--- config.mk ---
export PLATFORM = sky130hd
export DESIGN_NAME = multi_list_ring_transfer
export DESIGN_NICKNAME = d
export VERILOG_FILES = /design/src/design/mlrt_pkg.sv /design/src/design/mlrt_ram.sv /design/src/design/mlrt_ctrl.sv /design/src/design/mlrt_dpath.sv /design/src/design/multi_list_ring_transfer.sv
export SDC_FILE = /design/constraint.sdc
export NUM_CORES = 1
export LEC_CHECK = 0
export ABC_CLOCK_PERIOD_IN_PS = 3800
export BUFFER_PORTS_ARGS = -buffer_cell sky130_fd_sc_hd__buf_2
export CORE_MARGIN = 2
export CORE_UTILIZATION = 56
export CTS_BUF_LIST = sky130_fd_sc_hd__clkbuf_16
export DETAILED_ROUTE_END_ITERATION = 10
export PLACE_DENSITY = 0.75
export SKIP_CTS_REPAIR_TIMING = 1
export SLEW_MARGIN = 0
export SYNTH_ARGS = -nofsm -noshare
export SYNTH_HDL_FRONTEND = slang
export SYNTH_HIERARCHICAL = 1
export SYNTH_SLANG_ARGS = --single-unit
--- constraint.sdc ---
create_clock -name clk -period 3.8 [get_ports clk]
set_clock_uncertainty 0.05 [all_clocks]
set_input_delay 0.57 -clock clk [delete_from_list [all_inputs] [get_ports clk]]
set_output_delay 0.57 -clock clk [all_outputs]
set_load 0.1 [all_outputs]
--- src/design/mlrt_pkg.sv ---
`timescale 1ns / 1ps
`default_nettype none

package mlrt_pkg;

	// widths of the beat fields
	localparam int ID_W   = 4;
	localparam int LIST_W = 2;

	// default pool shape
	localparam int DEF_ENTRIES = 16;
	localparam int DEF_LISTS   = 4;

	// sequencer states
	typedef enum logic [2:0] {
		ST_IDLE,
		ST_LOOK,
		ST_LINK,
		ST_INS,
		ST_SELF,
		ST_LAST,
		ST_DONE
	} state_t;

	// contents of a store entry before its first write
	typedef enum logic [1:0] {
		INIT_NEXT,
		INIT_PREV,
		INIT_CONST
	} init_mode_t;

	// commands from the sequencer to the datapath
	typedef struct packed {
		logic capture;
		logic look;
		logic take_last;
		logic link;
		logic ins;
		logic self_link;
		logic load_out;
	} cmd_t;

	// status from the datapath to the sequencer
	typedef struct packed {
		logic ok;
		logic ok_q;
	} dp_status_t;

endpackage

`default_nettype wire

--- src/design/mlrt_ram.sv ---
`timescale 1ns / 1ps
`default_nettype none

module mlrt_ram #(
	parameter int                  DEPTH      = mlrt_pkg::DEF_ENTRIES,
	parameter int                  WIDTH      = 4,
	parameter mlrt_pkg::init_mode_t INIT_MODE = mlrt_pkg::INIT_NEXT,
	parameter int                  INIT_VALUE = 0
) (
	input  wire logic                     clk,
	input  wire logic                     arst_n,
	input  wire logic                     we,
	input  wire logic [$clog2(DEPTH)-1:0] waddr,
	input  wire logic [WIDTH-1:0]         wdata,
	input  wire logic [$clog2(DEPTH)-1:0] raddr,
	output logic      [WIDTH-1:0]         rdata
);

	localparam int AW = $clog2(DEPTH);

	logic [WIDTH-1:0] mem [DEPTH];
	logic [DEPTH-1:0] vld_q;
	logic [WIDTH-1:0] rdata_q;
	logic             rvld_q;
	logic [AW-1:0]    raddr_q;
	logic [WIDTH-1:0] init_val;

	always_ff @(posedge clk) begin
		if (we) begin
			mem[waddr] <= wdata;
		end
		rdata_q <= mem[raddr];
		raddr_q <= raddr;
	end

	// per-entry written flags, so reset needs no clearing pass
	always_ff @(posedge clk or negedge arst_n) begin
		if (!arst_n) begin
			vld_q  <= '0;
			rvld_q <= 1'b0;
		end else begin
			if (we) begin
				vld_q[waddr] <= 1'b1;
			end
			rvld_q <= vld_q[raddr];
		end
	end

	always_comb begin
		case (INIT_MODE)
			mlrt_pkg::INIT_NEXT:
				init_val = (raddr_q == AW'(DEPTH - 1)) ? '0 : WIDTH'(raddr_q + AW'(1));
			mlrt_pkg::INIT_PREV:
				init_val = (raddr_q == '0) ? WIDTH'(AW'(DEPTH - 1)) : WIDTH'(raddr_q - AW'(1));
			default:
				init_val = WIDTH'(INIT_VALUE);
		endcase
	end

	assign rdata = rvld_q ? rdata_q : init_val;

endmodule

`default_nettype wire

--- src/design/mlrt_ctrl.sv ---
`timescale 1ns / 1ps
`default_nettype none

module mlrt_ctrl (
	input  wire logic                 clk,
	input  wire logic                 arst_n,
	input  wire logic                 in_valid,
	output logic                      in_stall,
	output logic                      out_valid,
	input  wire logic                 out_stall,
	input  wire mlrt_pkg::dp_status_t st,
	output mlrt_pkg::cmd_t            cmd
);

	mlrt_pkg::state_t state_q;
	mlrt_pkg::state_t state_d;
	logic             out_valid_q;
	logic             slot_free;

	// result register empties or hands over its beat this edge
	assign slot_free = !out_valid_q || !out_stall;

	always_comb begin
		state_d = state_q;
		unique case (state_q)
			mlrt_pkg::ST_IDLE: if (in_valid) state_d = mlrt_pkg::ST_LOOK;
			mlrt_pkg::ST_LOOK: state_d = st.ok ? mlrt_pkg::ST_LINK : mlrt_pkg::ST_LAST;
			mlrt_pkg::ST_LINK: state_d = mlrt_pkg::ST_INS;
			mlrt_pkg::ST_INS:  state_d = mlrt_pkg::ST_SELF;
			mlrt_pkg::ST_SELF: state_d = mlrt_pkg::ST_DONE;
			mlrt_pkg::ST_LAST: state_d = mlrt_pkg::ST_DONE;
			mlrt_pkg::ST_DONE: if (slot_free) state_d = mlrt_pkg::ST_IDLE;
			default:           state_d = mlrt_pkg::ST_IDLE;
		endcase
	end

	always_comb begin
		cmd      = '0;
		in_stall = 1'b1;
		unique case (state_q)
			mlrt_pkg::ST_IDLE: begin
				in_stall    = 1'b0;
				cmd.capture = in_valid;
			end
			mlrt_pkg::ST_LOOK: cmd.look = 1'b1;
			mlrt_pkg::ST_LINK: begin
				cmd.link      = 1'b1;
				cmd.take_last = 1'b1;
			end
			mlrt_pkg::ST_INS:  cmd.ins = 1'b1;
			mlrt_pkg::ST_SELF: cmd.self_link = 1'b1;
			mlrt_pkg::ST_LAST: cmd.take_last = 1'b1;
			mlrt_pkg::ST_DONE: cmd.load_out = slot_free;
			default:           cmd = '0;
		endcase
	end

	always_ff @(posedge clk or negedge arst_n) begin
		if (!arst_n) begin
			state_q     <= mlrt_pkg::ST_IDLE;
			out_valid_q <= 1'b0;
		end else begin
			state_q <= state_d;
			if (cmd.load_out) begin
				out_valid_q <= 1'b1;
			end else if (!out_stall) begin
				out_valid_q <= 1'b0;
			end
		end
	end

	assign out_valid = out_valid_q;

endmodule

`default_nettype wire

--- src/design/mlrt_dpath.sv ---
`timescale 1ns / 1ps
`default_nettype none

module mlrt_dpath #(
	parameter int ENTRIES = mlrt_pkg::DEF_ENTRIES,
	parameter int LISTS   = mlrt_pkg::DEF_LISTS
) (
	input  wire logic                        clk,
	input  wire logic                        arst_n,
	input  wire mlrt_pkg::cmd_t              cmd,
	output mlrt_pkg::dp_status_t             st,
	input  wire logic [mlrt_pkg::ID_W-1:0]   entry_id,
	input  wire logic [mlrt_pkg::LIST_W-1:0] source_list,
	input  wire logic [mlrt_pkg::LIST_W-1:0] dest_list,
	output logic                             status,
	output logic      [mlrt_pkg::ID_W-1:0]   dest_first,
	output logic      [mlrt_pkg::ID_W-1:0]   dest_last,
	output logic                             source_empty,
	output logic      [mlrt_pkg::ID_W-1:0]   source_first
);

	localparam int IW = $clog2(ENTRIES);
	localparam int LW = $clog2(LISTS);

	// incoming beat, range checked and folded to index width
	logic          ent_ok_in, src_ok_in, dst_ok_in;
	logic [IW-1:0] e_idx_in;
	logic [LW-1:0] src_idx_in, dst_idx_in;

	assign ent_ok_in  = 32'(entry_id) < 32'(ENTRIES);
	assign src_ok_in  = 32'(source_list) < 32'(LISTS);
	assign dst_ok_in  = 32'(dest_list) < 32'(LISTS);
	assign e_idx_in   = ent_ok_in ? IW'(entry_id) : '0;
	assign src_idx_in = src_ok_in ? LW'(source_list) : '0;
	assign dst_idx_in = dst_ok_in ? LW'(dest_list) : '0;

	// latched item
	logic          ent_ok_q, src_ok_q, dst_ok_q;
	logic [IW-1:0] e_q;
	logic [LW-1:0] src_q, dst_q;

	// values gathered in the look cycle
	logic          ok_q, fv_q, was_head_q, dv_q, sv_q;
	logic [IW-1:0] p_q, s_q, f_q, l_q, dfirst_q, sfirst_q;

	// list heads
	logic [IW-1:0]    head_mem [LISTS];
	logic [LISTS-1:0] head_valid_q;
	logic [IW-1:0]    hs_rd_q, hd_rd_q;
	logic             head_we;
	logic [LW-1:0]    head_waddr;
	logic [IW-1:0]    head_wdata;

	// pointer and owner stores
	logic          succ_we, pred_we, own_we;
	logic [IW-1:0] succ_waddr, succ_wdata, pred_waddr, pred_wdata, pred_raddr;
	logic [IW-1:0] succ_rd, pred_rd;
	logic [LW-1:0] own_rd;

	// look cycle logic
	logic          hvs, hvd, ok, was_head, hvs_n, same, fv;
	logic [IW-1:0] hs_n, f, hd_g;

	assign hvs      = src_ok_q && head_valid_q[src_q];
	assign hvd      = dst_ok_q && head_valid_q[dst_q];
	assign ok       = ent_ok_q && src_ok_q && dst_ok_q && (own_rd == src_q);
	assign was_head = hvs && (hs_rd_q == e_q);
	assign hvs_n    = hvs && !(was_head && (succ_rd == e_q));
	assign hs_n     = was_head ? succ_rd : hs_rd_q;
	assign same     = src_q == dst_q;
	assign fv       = same ? hvs_n : hvd;
	assign f        = fv ? (same ? hs_n : hd_rd_q) : '0;
	assign hd_g     = hvd ? hd_rd_q : '0;

	assign st.ok   = ok;
	assign st.ok_q = ok_q;

	always_comb begin
		if (cmd.capture) begin
			pred_raddr = e_idx_in;
		end else if (cmd.look) begin
			pred_raddr = ok ? f : hd_g;
		end else begin
			pred_raddr = e_q;
		end
	end

	always_ff @(posedge clk) begin
		if (cmd.capture) begin
			ent_ok_q <= ent_ok_in;
			src_ok_q <= src_ok_in;
			dst_ok_q <= dst_ok_in;
			e_q      <= e_idx_in;
			src_q    <= src_idx_in;
			dst_q    <= dst_idx_in;
		end
		if (cmd.look) begin
			ok_q       <= ok;
			p_q        <= pred_rd;
			s_q        <= succ_rd;
			f_q        <= f;
			fv_q       <= fv;
			was_head_q <= was_head;
			dv_q       <= ok || hvd;
			dfirst_q   <= ok ? e_q : hd_rd_q;
			sv_q       <= ok ? (same || hvs_n) : hvs;
			sfirst_q   <= ok ? (same ? e_q : hs_n) : hs_rd_q;
		end
		// last entry of the destination ahead of insertion
		if (cmd.take_last) begin
			l_q <= (ok_q && f_q == s_q) ? p_q : pred_rd;
		end
		if (cmd.load_out) begin
			status       <= !ok_q;
			dest_first   <= dv_q ? mlrt_pkg::ID_W'(dfirst_q) : '0;
			dest_last    <= !dv_q ? '0 :
			                (ok_q && !fv_q) ? mlrt_pkg::ID_W'(e_q) : mlrt_pkg::ID_W'(l_q);
			source_empty <= !sv_q;
			source_first <= sv_q ? mlrt_pkg::ID_W'(sfirst_q) : '0;
		end
	end

	// head writes: advance on removal, new first entry on insertion
	always_comb begin
		head_we    = 1'b0;
		head_waddr = src_q;
		head_wdata = s_q;
		if (cmd.link && was_head_q && (s_q != e_q)) begin
			head_we = 1'b1;
		end else if (cmd.ins) begin
			head_we    = 1'b1;
			head_waddr = dst_q;
			head_wdata = e_q;
		end
	end

	// heads start at entry zero
	always_ff @(posedge clk or negedge arst_n) begin
		if (!arst_n) begin
			for (int i = 0; i < LISTS; i++) begin
				head_mem[i] <= '0;
			end
		end else if (head_we) begin
			head_mem[head_waddr] <= head_wdata;
		end
	end

	always_ff @(posedge clk) begin
		hs_rd_q <= head_mem[src_idx_in];
		hd_rd_q <= head_mem[dst_idx_in];
	end

	always_ff @(posedge clk or negedge arst_n) begin
		if (!arst_n) begin
			head_valid_q <= {1'b1, {(LISTS-1){1'b0}}};
		end else begin
			if (cmd.link && was_head_q && (s_q == e_q)) begin
				head_valid_q[src_q] <= 1'b0;
			end
			if (cmd.ins) begin
				head_valid_q[dst_q] <= 1'b1;
			end
		end
	end

	// unlink, splice in ahead of the old first entry, then close the entry
	always_comb begin
		succ_we    = 1'b0;
		succ_waddr = p_q;
		succ_wdata = s_q;
		pred_we    = 1'b0;
		pred_waddr = s_q;
		pred_wdata = p_q;
		if (cmd.link) begin
			succ_we = 1'b1;
			pred_we = 1'b1;
		end else if (cmd.ins) begin
			succ_we    = fv_q;
			succ_waddr = l_q;
			succ_wdata = e_q;
			pred_we    = fv_q;
			pred_waddr = f_q;
			pred_wdata = e_q;
		end else if (cmd.self_link) begin
			succ_we    = 1'b1;
			succ_waddr = e_q;
			succ_wdata = fv_q ? f_q : e_q;
			pred_we    = 1'b1;
			pred_waddr = e_q;
			pred_wdata = fv_q ? l_q : e_q;
		end
	end

	assign own_we = cmd.link;

	mlrt_ram #(
		.DEPTH      (ENTRIES),
		.WIDTH      (IW),
		.INIT_MODE  (mlrt_pkg::INIT_NEXT),
		.INIT_VALUE (0)
	) u_succ (
		.clk   (clk),
		.arst_n(arst_n),
		.we    (succ_we),
		.waddr (succ_waddr),
		.wdata (succ_wdata),
		.raddr (e_idx_in),
		.rdata (succ_rd)
	);

	mlrt_ram #(
		.DEPTH      (ENTRIES),
		.WIDTH      (IW),
		.INIT_MODE  (mlrt_pkg::INIT_PREV),
		.INIT_VALUE (0)
	) u_pred (
		.clk   (clk),
		.arst_n(arst_n),
		.we    (pred_we),
		.waddr (pred_waddr),
		.wdata (pred_wdata),
		.raddr (pred_raddr),
		.rdata (pred_rd)
	);

	mlrt_ram #(
		.DEPTH      (ENTRIES),
		.WIDTH      (LW),
		.INIT_MODE  (mlrt_pkg::INIT_CONST),
		.INIT_VALUE (LISTS - 1)
	) u_owner (
		.clk   (clk),
		.arst_n(arst_n),
		.we    (own_we),
		.waddr (e_q),
		.wdata (dst_q),
		.raddr (e_idx_in),
		.rdata (own_rd)
	);

endmodule

`default_nettype wire

--- src/design/multi_list_ring_transfer.sv ---
`timescale 1ns / 1ps
`default_nettype none

// list mover for a fixed pool of ENTRIES entries, each held in exactly one of LISTS circular
// doubly linked lists with a first-entry pointer per list; at reset every entry sits in the
// last list in index order. each input beat names an entry, a source list and a destination
// list: the entry is unlinked from the source (its head advances or empties) and spliced in
// ahead of the destination's old first entry, becoming its new first entry. an entry that is
// not in the named source, or an index out of range, gives status 1 and changes nothing.
// each input beat gives one result beat. items are handled one at a time, and a move steps
// through unlink, splice and self-close in turn after its look-up, as the successor and
// predecessor stores each have a single write port; a rejected beat skips those steps.
// the result register holds a finished beat while the next one is accepted. the stores carry
// per-entry written flags, so the block is ready straight out of reset with no clearing pass.

module multi_list_ring_transfer #(
	parameter int ENTRIES = mlrt_pkg::DEF_ENTRIES,
	parameter int LISTS   = mlrt_pkg::DEF_LISTS
) (
	input  wire logic                        clk,
	input  wire logic                        arst_n,
	// input beat
	input  wire logic                        in_valid,
	output logic                             in_stall,
	input  wire logic [mlrt_pkg::ID_W-1:0]   entry_id,
	input  wire logic [mlrt_pkg::LIST_W-1:0] source_list,
	input  wire logic [mlrt_pkg::LIST_W-1:0] dest_list,
	// result beat
	output logic                             out_valid,
	input  wire logic                        out_stall,
	output logic                             status,
	output logic      [mlrt_pkg::ID_W-1:0]   dest_first,
	output logic      [mlrt_pkg::ID_W-1:0]   dest_last,
	output logic                             source_empty,
	output logic      [mlrt_pkg::ID_W-1:0]   source_first
);

	// sequencer commands and datapath status
	mlrt_pkg::cmd_t       cmd;
	mlrt_pkg::dp_status_t st;

	// sequencer: accept, look up, unlink, splice, self-close, deliver (a rejected beat skips the list updates)
	mlrt_ctrl u_ctrl (
		.clk      (clk),
		.arst_n   (arst_n),
		.in_valid (in_valid),
		.in_stall (in_stall),
		.out_valid(out_valid),
		.out_stall(out_stall),
		.st       (st),
		.cmd      (cmd)
	);

	// pointer stores, list heads and the result register
	mlrt_dpath #(
		.ENTRIES(ENTRIES),
		.LISTS  (LISTS)
	) u_dpath (
		.clk         (clk),
		.arst_n      (arst_n),
		.cmd         (cmd),
		.st          (st),
		.entry_id    (entry_id),
		.source_list (source_list),
		.dest_list   (dest_list),
		.status      (status),
		.dest_first  (dest_first),
		.dest_last   (dest_last),
		.source_empty(source_empty),
		.source_first(source_first)
	);

`ifndef ASSERT_OFF
	// the sequencer issues one phase command at a time (take_last rides along with link)
	a_one_cmd: assert property (@(posedge clk) disable iff (!arst_n)
		$onehot0({cmd.capture, cmd.look, cmd.link, cmd.ins, cmd.self_link, cmd.load_out}))
		else $error("more than one sequencer command at once");

	// pointer and head writes only for an item that passed the ownership check
	a_write_ok: assert property (@(posedge clk) disable iff (!arst_n)
		(cmd.link || cmd.ins || cmd.self_link) |-> st.ok_q)
		else $error("list update for a rejected item");

	// a waiting result beat is never overwritten
	a_no_overwrite: assert property (@(posedge clk) disable iff (!arst_n)
		cmd.load_out |-> (!out_valid || !out_stall))
		else $error("result register loaded while a stalled beat waits");

	// an accepted beat is looked up on the next cycle
	a_accept_look: assert property (@(posedge clk) disable iff (!arst_n)
		(in_valid && !in_stall) |=> cmd.look)
		else $error("accepted beat not looked up");
`endif

endmodule

`default_nettype wire
==> flow_metrics.py <==
metrics = {
    "sta": {
        "finalCriticalPeriod_ns": 3.581,
        "setup_tns_ns": 0,
        "fmaxAchievable_mhz": 279.3,
        "rsz_0062_raised_after_global_routing": "no",
        "whs_ns": 0.07721,
        "fin_crit_sh": 0.9423,
        "finalHoldViolations": 0,
        "max-slew-margin-rel": 0.3506,
        "maxSlewViolCount": 0,
        "final-setup-viol-count": 0,
        "tightest_slew_ns": 0.9639,
    },
    "critical_path": {
        "worstReg2RegStart": "u_dpath/u_succ/raddr_q[0]$_DFF_P_",
        "startpoint_type": "register",
        "r2r_setup_slack_ns": 0.22,
        "criticalPathCategory": "reg2reg",
        "setup.worst_path.start": "u_dpath/u_succ/raddr_q[0]$_DFF_P_",
        "timing.reg2reg.worst_path_depth": 13,
        "end_kind": "register",
        "worstReg2RegEnd": "u_dpath/u_pred/rdata_q[0]$_DFF_P_",
        "crit_path_max_fanout": 11,
        "cp_data_required_time_ns": 4.18,
        "worstPathArrival_ns": 3.96,
    },
    "pwr": {
        "switching_share_of_power": 0.3386,
        "power_switching_uw": 4207,
        "design_power_total_uw": 12420,
        "p_int_uw": 8217,
        "power_frac_seq": 0.434,
        "static-leakage-power_uw": 0.005450,
        "p_per_area_nw_per_um2": 824.0,
        "clock_power_share": 0.238,
        "share_comb_of_total_power": 0.327,
        "vdd.ir_drop.worst_mv": 0.4597,
    },
    "place": {
        "routabilityCongestion": 0.9059,
        "placed_cells": 1231,
        "port_buffers": 27,
        "hpwl_after_detailed_placement_mm": 18.64,
    },
    "global_routing": {
        "grt_first_pass_wirelength_mm": 44.55,
        "globalRouteOverflowTotal": 0,
        "first_global_vias": 7820,
        "grt_max_degree": 62,
        "antenna_found_initial": 0,
        "groute.usage.overall": 0.2241,
    },
    "layout": {
        "stdcell_count": 1291,
        "layout-drive-gt1-share": 0.2716,
        "fill_cells": 1663,
        "area_of_the_multi_input_gates_um2": 4434,
        "seq_area_um2": 8735,
        "area_growth_pct": 12.42,
        "diodes": 0,
        "num-nets-final": 962,
    },
    "clock_tree": {
        "cts_buffers": 31,
        "clock_sink_count": 312,
        "clock_tree.buffer_depth": 3,
        "clock_latency_reported_for_the_late_side_of_the_worst_skew_pair_ns": 0.56,
        "cts_htree_levels": 1,
        "root_buffer": "sky130_fd_sc_hd__clkbuf_16",
        "cts_tree": "yes",
        "clk_transition_reported_paths_ns": 0.06,
    },
    "min_path": {
        "hp-class": "in2async",
    },
    "drt": {
        "route.detailed.wl_per_inst_um": 21.50,
        "via_per_inst": 6.019,
        "route.vias.total": 7770,
        "detailedRoute.firstPassIterationCount": 5,
        "drt_wl_total_mm": 27.76,
        "antenna_left": 0,
        "first_iteration_detailed_routing_drc_count": 754,
        "remaining_drc_errors": 0,
    },
    "die": {
        "initial_core_utilization": 0.5714,
        "die_height_um": 158.8,
        "die-area_um2": 25200,
        "die_x_um": 158.8,
        "fp-row-count": 56,
        "design.portCount": 28,
        "core_region_area_um2": 23470,
    },
    "synth": {
        "synth_area_um2": 13410,
        "number_of_warnings_issued_by_yosys": 6,
        "syn_nets": 898,
        "average_size_of_a_mapped_cell_um2": 15.17,
        "synthCells": 884,
    },
    "status": {
        "status": "completed",
    },
    "job": {
        "maxCapViolCount": 0,
    },
}
## per-layer routing
| metal | part of all wire | up-vias | routed length, um | track usage |
|---|---|---|---|---|
| li1 | - | 3505 | - | - |
| met1 | 0.43 | 3937 | 11940 | 0.3173 |
| met4 | 0.024 | 0 | 665 | 0.05421 |
| met2 | 0.49 | 272 | 13590 | 0.3716 |
| met5 | 0 | - | 0 | 0 |
| met3 | 0.056 | 56 | 1565 | 0.03318 |
## per-stage QoR
stage	cell area [um^2]	util	setup WS (ns)
final	15080	0.6423	0.2192
after detailed placement	14030	0.5976	0.08854
after floorplan	13410	-	0.2735
after CTS	15020	0.6400	0.05157
after global routing	15080	0.6423	0.03567
after global placement	14030	0.5976	0.2274
## worst max path at each step
stage | cells past startpoint | slack, ns | end
after global routing | 13 | 0.04 | u_dpath/u_pred/rdata_q[3]$_DFF_P_
after global placement | 13 | 0.23 | u_dpath/u_pred/rdata_q[2]$_DFF_P_
after CTS | 13 | 0.05 | u_dpath/u_pred/rdata_q[2]$_DFF_P_
after detailed placement | 13 | 0.09 | u_dpath/u_pred/rdata_q[2]$_DFF_P_
after floorplan | 10 | 0.27 | u_dpath/u_pred/rvld_q$_DFF_PN0_
final | 13 | 0.22 | u_dpath/u_pred/rdata_q[0]$_DFF_P_
## power groups by stage
stage	logic, uW	registers (uW)	clock network (uW)
3_5_place_dp	3970	5440	0
2_1_floorplan	2650	5570	0
6_report	4060	5400	2960
5_1_grt	4390	5490	3150
4_1_cts	3990	5390	3010
3_3_place_gp	3880	5430	0
## worst max-delay path: stages, from the launching register on
cell,delay [ns]
sky130_fd_sc_hd__dfxtp_1,0.34
sky130_fd_sc_hd__ha_1,0.24
sky130_fd_sc_hd__a21o_1,0.16
sky130_fd_sc_hd__a311oi_1,0.27
sky130_fd_sc_hd__a21o_1,0.16
sky130_fd_sc_hd__xor2_1,0.18
sky130_fd_sc_hd__nor4_2,0.09
sky130_fd_sc_hd__a211o_4,0.38
sky130_fd_sc_hd__a221oi_2,0.31
sky130_fd_sc_hd__a221o_2,0.25
sky130_fd_sc_hd__buf_12,0.16
sky130_fd_sc_hd__mux4_2,0.50
sky130_fd_sc_hd__a22oi_1,0.25
sky130_fd_sc_hd__nand3_1,0.10
## placed cells by master, fill, tap and decap left out, types with 14 or more instances in the layout
cell type / count
sky130_fd_sc_hd__dfxtp_1: 26
sky130_fd_sc_hd__clkbuf_16: 33
sky130_fd_sc_hd__mux4_2: 54
sky130_fd_sc_hd__inv_1: 17
sky130_fd_sc_hd__nor3_1: 18
sky130_fd_sc_hd__dfrtp_1: 74
sky130_fd_sc_hd__nor2b_1: 14
sky130_fd_sc_hd__buf_4: 37
sky130_fd_sc_hd__edfxtp_1: 211
sky130_fd_sc_hd__o21ai_0: 17
sky130_fd_sc_hd__a22oi_1: 17
sky130_fd_sc_hd__mux2_1: 16
sky130_fd_sc_hd__nor2_1: 58
sky130_fd_sc_hd__nand2_1: 67
sky130_fd_sc_hd__or2_2: 50
sky130_fd_sc_hd__nand3_1: 34
sky130_fd_sc_hd__buf_2: 26
sky130_fd_sc_hd__a21oi_1: 17
## final cells by class
| cell class | instances | share of cell area |
|---|---|---|
| clock buffers | 32 | 0.05311 |
| clock inverters | 25 | 0.01295 |
| inverters | 16 | 0.003983 |
| multi-input cells | 522 | 0.2941 |
| flip-flops and latches | 312 | 0.5793 |
| well taps | 319 | 0.02647 |
| repair buffers | 65 | 0.03004 |
## registers in the layout, summed over array words and instances, names as in the netlist, 16 cells and up
name and flops:
u_dpath/u_succ/mem 64, u_dpath/head_mem 16, u_dpath/u_pred/mem 64, u_dpath/u_succ/vld_q 16
u_dpath/u_pred/vld_q 16, u_dpath/u_owner/mem 32, u_dpath/u_owner/vld_q 16
Power figures use the tool's default switching activity.
